==> config.mk <==
export PLATFORM = sky130hd
export DESIGN_NAME = trace_text_formatter_unit_flat
export DESIGN_NICKNAME = d
export VERILOG_FILES = /design/src/tfu_pkg.sv /design/src/tfu_stream_if.sv /design/src/trace_text_formatter_unit.sv /design/src/flat_wrapper.sv
export SDC_FILE = /design/constraint.sdc
export NUM_CORES = 1
export LEC_CHECK = 0
export ABC_AREA = 0
export BUFFER_PORTS_ARGS = -buffer_cell sky130_fd_sc_hd__buf_4
export CORE_UTILIZATION = 40
export DETAILED_ROUTE_END_ITERATION = 16
export PLACE_DENSITY = 0.67
export SYNTH_ARGS = -nofsm -noshare
export SYNTH_HDL_FRONTEND = slang
export SYNTH_SLANG_ARGS = --single-unit
==> constraint.sdc <==
create_clock -name clk -period 6.6 [get_ports clk]
set_input_delay 1.65 -clock clk [delete_from_list [all_inputs] [get_ports clk]]
set_output_delay 1.65 -clock clk [all_outputs]
set_load 0.05 [all_outputs]
==> src/tfu_pkg.sv <==
`default_nettype none

package tfu_pkg;

	localparam int unsigned LOG_BYTES_DEF = 4096;

	typedef enum logic [1:0] {
		REQ_RAW = 2'd0,
		REQ_HEX = 2'd1,
		REQ_DEC = 2'd2
	} req_kind_t;

	typedef struct packed {
		logic [1:0]  req_type;
		logic [7:0]  char_byte;
		logic [31:0] value;
		logic [3:0]  hex_digits;
	} req_t;

	typedef struct packed {
		logic [7:0]  out_byte;
		logic [11:0] out_addr;
		logic        stored;
		logic [11:0] fill_level;
		logic        last_of_run;
	} rsp_t;

	localparam logic [7:0] ASCII_ZERO = 8'h30;
	// 'A' minus ten, so that a nibble of ten or more maps onto 'A'..'F'.
	localparam logic [7:0] ASCII_HEX_OFS = 8'h37;
	localparam logic [3:0] MAX_HEX = 4'd8;
	localparam logic [3:0] LAST_DEC = 4'd9;

	function automatic logic [31:0] dec_weight(input logic [3:0] idx);
		logic [31:0] w;
		case (idx)
			4'd0:    w = 32'd1000000000;
			4'd1:    w = 32'd100000000;
			4'd2:    w = 32'd10000000;
			4'd3:    w = 32'd1000000;
			4'd4:    w = 32'd100000;
			4'd5:    w = 32'd10000;
			4'd6:    w = 32'd1000;
			4'd7:    w = 32'd100;
			4'd8:    w = 32'd10;
			default: w = 32'd1;
		endcase
		return w;
	endfunction

	function automatic logic [7:0] hex_char(input logic [3:0] nib);
		logic [7:0] c;
		if (nib < 4'd10) begin
			c = ASCII_ZERO + 8'(nib);
		end else begin
			c = ASCII_HEX_OFS + 8'(nib);
		end
		return c;
	endfunction

endpackage

`default_nettype wire

==> src/tfu_stream_if.sv <==
`default_nettype none

interface tfu_stream_if #(
	parameter type payload_t = logic
);
	logic     valid;
	logic     ready;
	payload_t data;

	modport source (output valid, output data, input ready);
	modport sink (input valid, input data, output ready);
endinterface

`default_nettype wire

==> src/trace_text_formatter_unit.sv <==
// Channel | Role   | Word
// req     | sink   | tfu_pkg::req_t: req_type, char_byte, value, hex_digits
// rsp     | source | tfu_pkg::rsp_t: out_byte, out_addr, stored, fill_level, last_of_run
//
// A request is taken only while the sequencer is idle; each produced byte goes
// through one output register. Decimal digits are found by the single
// compare-and-subtract unit, which subtracts one weight from the value per cycle.
// A stalled rsp holds the sequencer wherever the next byte is due.
// arst_n clears the sequencer, the output valid and the write pointer.
`default_nettype none

module trace_text_formatter_unit #(
	parameter int unsigned LOG_BYTES = tfu_pkg::LOG_BYTES_DEF
) (
	input wire logic clk,
	input wire logic arst_n,
	tfu_stream_if.sink   req,
	tfu_stream_if.source rsp
);

	localparam int PW = $clog2(LOG_BYTES);
	localparam int EW = (PW > 12) ? PW : 12;

	typedef enum logic [1:0] {S_IDLE, S_RAW, S_HEX, S_DEC} state_t;

	state_t         state_q;
	logic [31:0]    val_q;
	logic [7:0]     byte_q;
	logic [3:0]     cnt_q;
	logic [3:0]     q_q;
	logic           started_q;
	logic [PW-1:0]  ptr_q;
	tfu_pkg::rsp_t  out_q;
	logic           out_valid_q;

	logic           can_emit;
	logic [31:0]    weight;
	logic           ge;
	logic [31:0]    diff;
	logic           dec_show;
	logic           emit_en;
	logic [7:0]     emit_byte;
	logic           emit_last;
	logic           full;
	logic [PW-1:0]  ptr_nx;
	logic [EW-1:0]  addr_ext;
	logic [EW-1:0]  fill_ext;
	logic [3:0]     hex_n;
	logic [4:0]     hex_sh;

	assign req.ready = (state_q == S_IDLE);
	assign rsp.valid = out_valid_q;
	assign rsp.data  = out_q;

	assign can_emit = !out_valid_q || rsp.ready;
	assign weight   = tfu_pkg::dec_weight(cnt_q);
	assign ge       = (val_q >= weight);
	assign diff     = val_q - weight;
	assign dec_show = (q_q != 4'd0) || started_q || (cnt_q == tfu_pkg::LAST_DEC);

	assign full     = (ptr_q == PW'(LOG_BYTES - 1));
	assign ptr_nx   = full ? ptr_q : ptr_q + 1'b1;
	assign addr_ext = EW'(ptr_q);
	assign fill_ext = EW'(ptr_nx);

	// The first digit to show is moved to the top nibble, then shifted out.
	assign hex_n  = (req.data.hex_digits > tfu_pkg::MAX_HEX) ? tfu_pkg::MAX_HEX
	                                                          : req.data.hex_digits;
	assign hex_sh = 5'({tfu_pkg::MAX_HEX - hex_n, 2'b00});

	always_comb begin
		emit_en   = 1'b0;
		emit_byte = byte_q;
		emit_last = 1'b0;
		case (state_q)
			S_RAW: begin
				emit_en   = can_emit;
				emit_byte = byte_q;
				emit_last = 1'b1;
			end
			S_HEX: begin
				emit_en   = can_emit;
				emit_byte = tfu_pkg::hex_char(val_q[31:28]);
				emit_last = (cnt_q == 4'd1);
			end
			S_DEC: begin
				emit_en   = !ge && dec_show && can_emit;
				emit_byte = tfu_pkg::ASCII_ZERO + 8'(q_q);
				emit_last = (cnt_q == tfu_pkg::LAST_DEC);
			end
			default: begin
				emit_en = 1'b0;
			end
		endcase
	end

	always_ff @(posedge clk or negedge arst_n) begin
		if (!arst_n) begin
			state_q     <= S_IDLE;
			out_valid_q <= 1'b0;
			ptr_q       <= '0;
		end else begin
			if (emit_en) begin
				out_q.out_byte    <= emit_byte;
				out_q.out_addr    <= addr_ext[11:0];
				out_q.stored      <= !full;
				out_q.fill_level  <= fill_ext[11:0];
				out_q.last_of_run <= emit_last;
				out_valid_q       <= 1'b1;
				ptr_q             <= ptr_nx;
			end else if (rsp.ready) begin
				out_valid_q <= 1'b0;
			end

			case (state_q)
				S_IDLE: begin
					if (req.valid) begin
						case (req.data.req_type)
							tfu_pkg::REQ_RAW: begin
								byte_q  <= req.data.char_byte;
								state_q <= S_RAW;
							end
							tfu_pkg::REQ_HEX: begin
								if (req.data.hex_digits != 4'd0) begin
									cnt_q   <= hex_n;
									val_q   <= req.data.value << hex_sh;
									state_q <= S_HEX;
								end
							end
							tfu_pkg::REQ_DEC: begin
								val_q     <= req.data.value;
								cnt_q     <= 4'd0;
								q_q       <= 4'd0;
								started_q <= 1'b0;
								state_q   <= S_DEC;
							end
							default: begin
								state_q <= S_IDLE;
							end
						endcase
					end
				end
				S_RAW: begin
					if (emit_en) begin
						state_q <= S_IDLE;
					end
				end
				S_HEX: begin
					if (emit_en) begin
						val_q <= {val_q[27:0], 4'h0};
						cnt_q <= cnt_q - 4'd1;
						if (emit_last) begin
							state_q <= S_IDLE;
						end
					end
				end
				S_DEC: begin
					if (ge) begin
						val_q <= diff;
						q_q   <= q_q + 4'd1;
					end else if (!dec_show || can_emit) begin
						// Digit for this weight is settled; leading zeros pass silently.
						if (dec_show) begin
							started_q <= 1'b1;
						end
						q_q <= 4'd0;
						if (cnt_q == tfu_pkg::LAST_DEC) begin
							state_q <= S_IDLE;
						end else begin
							cnt_q <= cnt_q + 4'd1;
						end
					end
				end
				default: begin
					state_q <= S_IDLE;
				end
			endcase
		end
	end

	a_fill_stored: assert property (@(posedge clk) disable iff (!arst_n)
		rsp.valid && rsp.data.stored |-> rsp.data.fill_level == rsp.data.out_addr + 12'd1)
		else $error("stored byte does not advance the fill level by one");

	a_fill_dropped: assert property (@(posedge clk) disable iff (!arst_n)
		rsp.valid && !rsp.data.stored |-> rsp.data.fill_level == rsp.data.out_addr)
		else $error("dropped byte changed the fill level");

	a_ptr_bound: assert property (@(posedge clk) disable iff (!arst_n)
		ptr_q <= PW'(LOG_BYTES - 1))
		else $error("write pointer passed the terminator slot");

	a_dec_digit: assert property (@(posedge clk) disable iff (!arst_n)
		state_q == S_DEC |-> q_q <= 4'd9)
		else $error("decimal digit count exceeded nine");

	a_hex_count: assert property (@(posedge clk) disable iff (!arst_n)
		state_q == S_HEX |-> cnt_q != 4'd0 && cnt_q <= tfu_pkg::MAX_HEX)
		else $error("hex digit count out of range");

endmodule

`default_nettype wire

==> src/flat_wrapper.sv <==
// flat-port wrapper written by rule: the top's interface ports become plain ports
module trace_text_formatter_unit_flat 
#(
	parameter int unsigned LOG_BYTES = tfu_pkg::LOG_BYTES_DEF
)
  (clk, arst_n, req_valid, req_data, req_ready, rsp_valid, rsp_data, rsp_ready);
  tfu_stream_if #(.payload_t(tfu_pkg::req_t)) req_i ();
  tfu_stream_if #(.payload_t(tfu_pkg::rsp_t)) rsp_i ();
  input wire logic clk;
  input wire logic arst_n;
  input wire logic [$bits(req_i.valid)-1:0] req_valid;
  input wire logic [$bits(req_i.data)-1:0] req_data;
  output wire logic [$bits(req_i.ready)-1:0] req_ready;
  output wire logic [$bits(rsp_i.valid)-1:0] rsp_valid;
  output wire logic [$bits(rsp_i.data)-1:0] rsp_data;
  input wire logic [$bits(rsp_i.ready)-1:0] rsp_ready;
  assign req_i.valid = req_valid;
  assign req_i.data = req_data;
  assign req_ready = req_i.ready;
  assign rsp_valid = rsp_i.valid;
  assign rsp_data = rsp_i.data;
  assign rsp_i.ready = rsp_ready;
  trace_text_formatter_unit #(.LOG_BYTES(LOG_BYTES)) u_core (.clk(clk), .arst_n(arst_n), .req(req_i), .rsp(rsp_i));
endmodule
==> qor.yml <==
clock_network:
  numCtsBuffers: 17
  cts_tree: "yes"
  cts-root-buf: "clkbuf_16"
  cts_resized: 0
  postCtsSetupBuffers: 0
  h-tree-depth: 4
  cts.sinks: 121
  clk_pin_slew_ps: 70
  clk_latency_ps: 430
  hold_buffers: 0
  clockBufferDepth: 2
drt:
  dr.pass1.iters: 8
  drc: 0
  drt_iter0_drc: 757
  wl_um: 23800
  vias: 7145
  ant_nets: 0
  wl_per_cell_um: 19.3
  viasPerCell: 5.79
pwr:
  seqPwrFrac_pct: 26.6
  power.switching_w: 0.00209
  ir_worst_vdd_mv: 0.281
  pwr-share-clk_pct: 20.8
  sw_frac_of_total_pct: 45.1
  leakage_nw: 4.07
  power.internal_w: 0.00255
  power_density_nw_per_um2: 469
  power_frac_comb_pct: 52.5
hold_path:
  hold_depth: 1
  hp-class: "flip-flop to flip-flop"
grt:
  met1_usage_pct: 31.0
  met2_usage_pct: 35.7
  grt_remaining_overflow: 0
  grt-busiest-layer: "met2"
  grt_pass1_vias: 6956
  grt_max_degree: 45
  antenna_found_initial: 0
  grt_util_all_layers_pct: 22.6
  gr-usage-met3_pct: 4.75
  grt_pass1_wl_um: 37600
timing:
  finClkSkew_ps: 11.2
  slew_headroom_pct: 27.8
  final_hold_viol_count: 0
  drv_slew: 0
  fmax_ghz: 0.220
  worst-slew-pin-transition_ps: 1070
  fin_crit_sh_pct: 68.9
  fin_crit_ps: 4550
  setup_viol: 0
  tns_ps: 0
  rsz0062_at_grt: "false"
final_layout:
  layout_common_cells: "buf_4 (96), edfxtp_1 (83), nand2_1 (79)"
  final_util_pct: 48.6
  nNetsFinal: 1054
  syn_to_final_growth_pct: 18.4
  n_fill_cell: 1875
  drive_gt1_share_pct: 16.2
  layout_commonest_cell: "buf_4"
  antenna_cells: 0
setup_path:
  crit_fanout: 30
  cpMostUsedCell: "buf_4"
  cp-start-kind: "input port"
  crit_path_cell_trace: "buf_4 -> nor2b_4 -> buf_4 -> clkinv_1 -> buf_4 -> ha_1 -> xnor2_2 -> mux4_2 -> nor2_1 -> a21oi_1 -> nor2_1 -> a221oi_1 -> nand3b_1"
  critical_path_class: "input port to flip-flop"
  required_ps: 6900
  end_kind: "flip-flop"
  path_delay_family: "buffers and inverters"
  arrival_ps: 4850
  cpPeakStageDelay_ps: 820
  cp_num_buf_inv: 4
  slowest_stage: "xnor2_2"
  worst_r2r_path_depth: 16
  path_depth: 13
floorplanning:
  core_area_um2: 20400
  initial_core_util_pct: 41.0
  fp-row-count: 52
  die_area_um2: 21500
  die_w_um: 147
  dieHeight_um: 147
  pin_count: 86
logic_synthesis:
  synth_area_per_cell_um2: 9.53
  synth_nets: 980
  synth_cells: 877
  synth_top_area_share_pct: 29.8
  synthesis.area_um2: 8360
  synth_area_leaders: "edfxtp_1 (30%), ha_1 (7.8%), dfxtp_1 (5.5%)"
  synthFlopType: "edfxtp_1"
  yosysTopAreaCell: "edfxtp_1"
  ys_warn_count: 0
  ys_async_sr_fraction_pct: 12.4
  yosysSeqAreaShare_pct: 39.8
  synth_edf_count: 83
  post_synth_num_cell_types: 74
  synth_seq_cells: 121
flow_run:
  drv_cap: 0
placed_design:
  gp_congestion: 0.899
  portBuffers: 85
  dp_hpwl_um: 17300
run_status:
  outcome: "complete, no violations"
## through the flow
step	total power [W]	cell area, um2	std cells	hold WS (ps)	setup slack (ps)
floorplan	0.00301	8360	877	482	1370
global placement	0.00362	9290	1202	503	1690
detailed placement	0.00363	9290	1202	508	1670
CTS	0.00461	9890	1234	525	2120
global route	0.00493	9890	1234	540	1810
finish	0.00464	9890	1234	524	2050
## worst reg2reg max path: cells and delay by family, from the launching register on
| kind | cells | cell delay [ps] |
|---|---|---|
| muxes | 1 | 220 |
| AOI/OAI and AO/OA | 8 | 1860 |
| and+or+nand+nor | 2 | 330 |
| buffers and inverters | 2 | 140 |
| DFF | 1 | 400 |
| adders and majority gates | 3 | 860 |
## layer usage
layer | share of wire (%) | up-vias
met5 | 0 | -
met4 | 1.8 | 0
met2 | 46 | 271
met3 | 7.6 | 41
li1 | - | 3427
met1 | 45 | 3406
## registers in the layout, summed over array words and instances (netlist names)
signal            count
u_core.state_q        2
u_core.rsp.valid      1
u_core.rsp.data      34
u_core.val_q         32
u_core.started_q      1
u_core.addr_ext      12
u_core.cnt_q          4
u_core.q_q            4
u_core.byte_q         8
u_core.weight        23
## synthesized netlist by cell type (all sizes together) (6+ instances only)
master,instances
mux2,8
inv,53
and3,14
nand3,27
dfrtp,15
dfxtp,23
buf,10
nor2,52
o21a,8
a21o,26
a21oi,43
a22oi,12
nand2b,9
nand4,6
and2,17
nor2b,11
o21ai,56
xnor2,22
nand2,79
nand3b,10
a31oi,11
clkbuf,31
or3,6
o31ai,7
a221o,10
xor2,19
ha,52
mux2i,41
edfxtp,83
a222oi,11
nor3,21
a211oi,12
## cells by family (layout without fill, tap and decap cells)
group / Yosys count / count (layout) / synth area share, %
xor+xnor: 41 / 41 / 4.30
flops: 121 / 121 / 39.8
fa+ha+maj: 53 / 53 / 8.02
mux: 53 / 53 / 7.11
buf+inv: 95 / 182 / 4.37
simple gates: 272 / 272 / 16.2
compound gates: 242 / 242 / 20.2
## cell type report
type / instances / area, um2 / area share (%)
inverters: 54 / 203 / 2.05
clock inverters: 15 / 178 / 1.80
multi-input cells: 661 / 4700 / 47.5
repair buffers: 96 / 721 / 7.28
flip-flops and latches: 121 / 3330 / 33.6
well taps: 270 / 338 / 3.41
clock buffers: 17 / 425 / 4.30
## path summary, 6_finish.rpt
check	endpoint	slack [ps]	from
setup / recovery	u_core.val_q[29]	2050	req_data[3]
hold / removal	u_core.rsp.data[33]	520	u_core.byte_q[7]
setup reg to reg	u_core.weight[3]	2730	u_core.val_q[0]
hold reg to reg	u_core.rsp.data[33]	520	u_core.byte_q[7]
max in group asynchronous	u_core.addr_ext[3]	5330	arst_n
min in group asynchronous	u_core.addr_ext[1]	1070	arst_n
## power groups by stage
stage / Sequential [W] / Combinational, W / Clock, W
3_5_place_dp: 0.00124 / 0.00239 / 0
5_1_grt: 0.00126 / 0.00267 / 0.00101
4_1_cts: 0.00123 / 0.00241 / 0.000975
3_3_place_gp: 0.00125 / 0.00237 / 0
6_report: 0.00124 / 0.00244 / 0.000967
2_1_floorplan: 0.00130 / 0.00170 / 0
No activity file was read; power rests on OpenSTA's default activity.
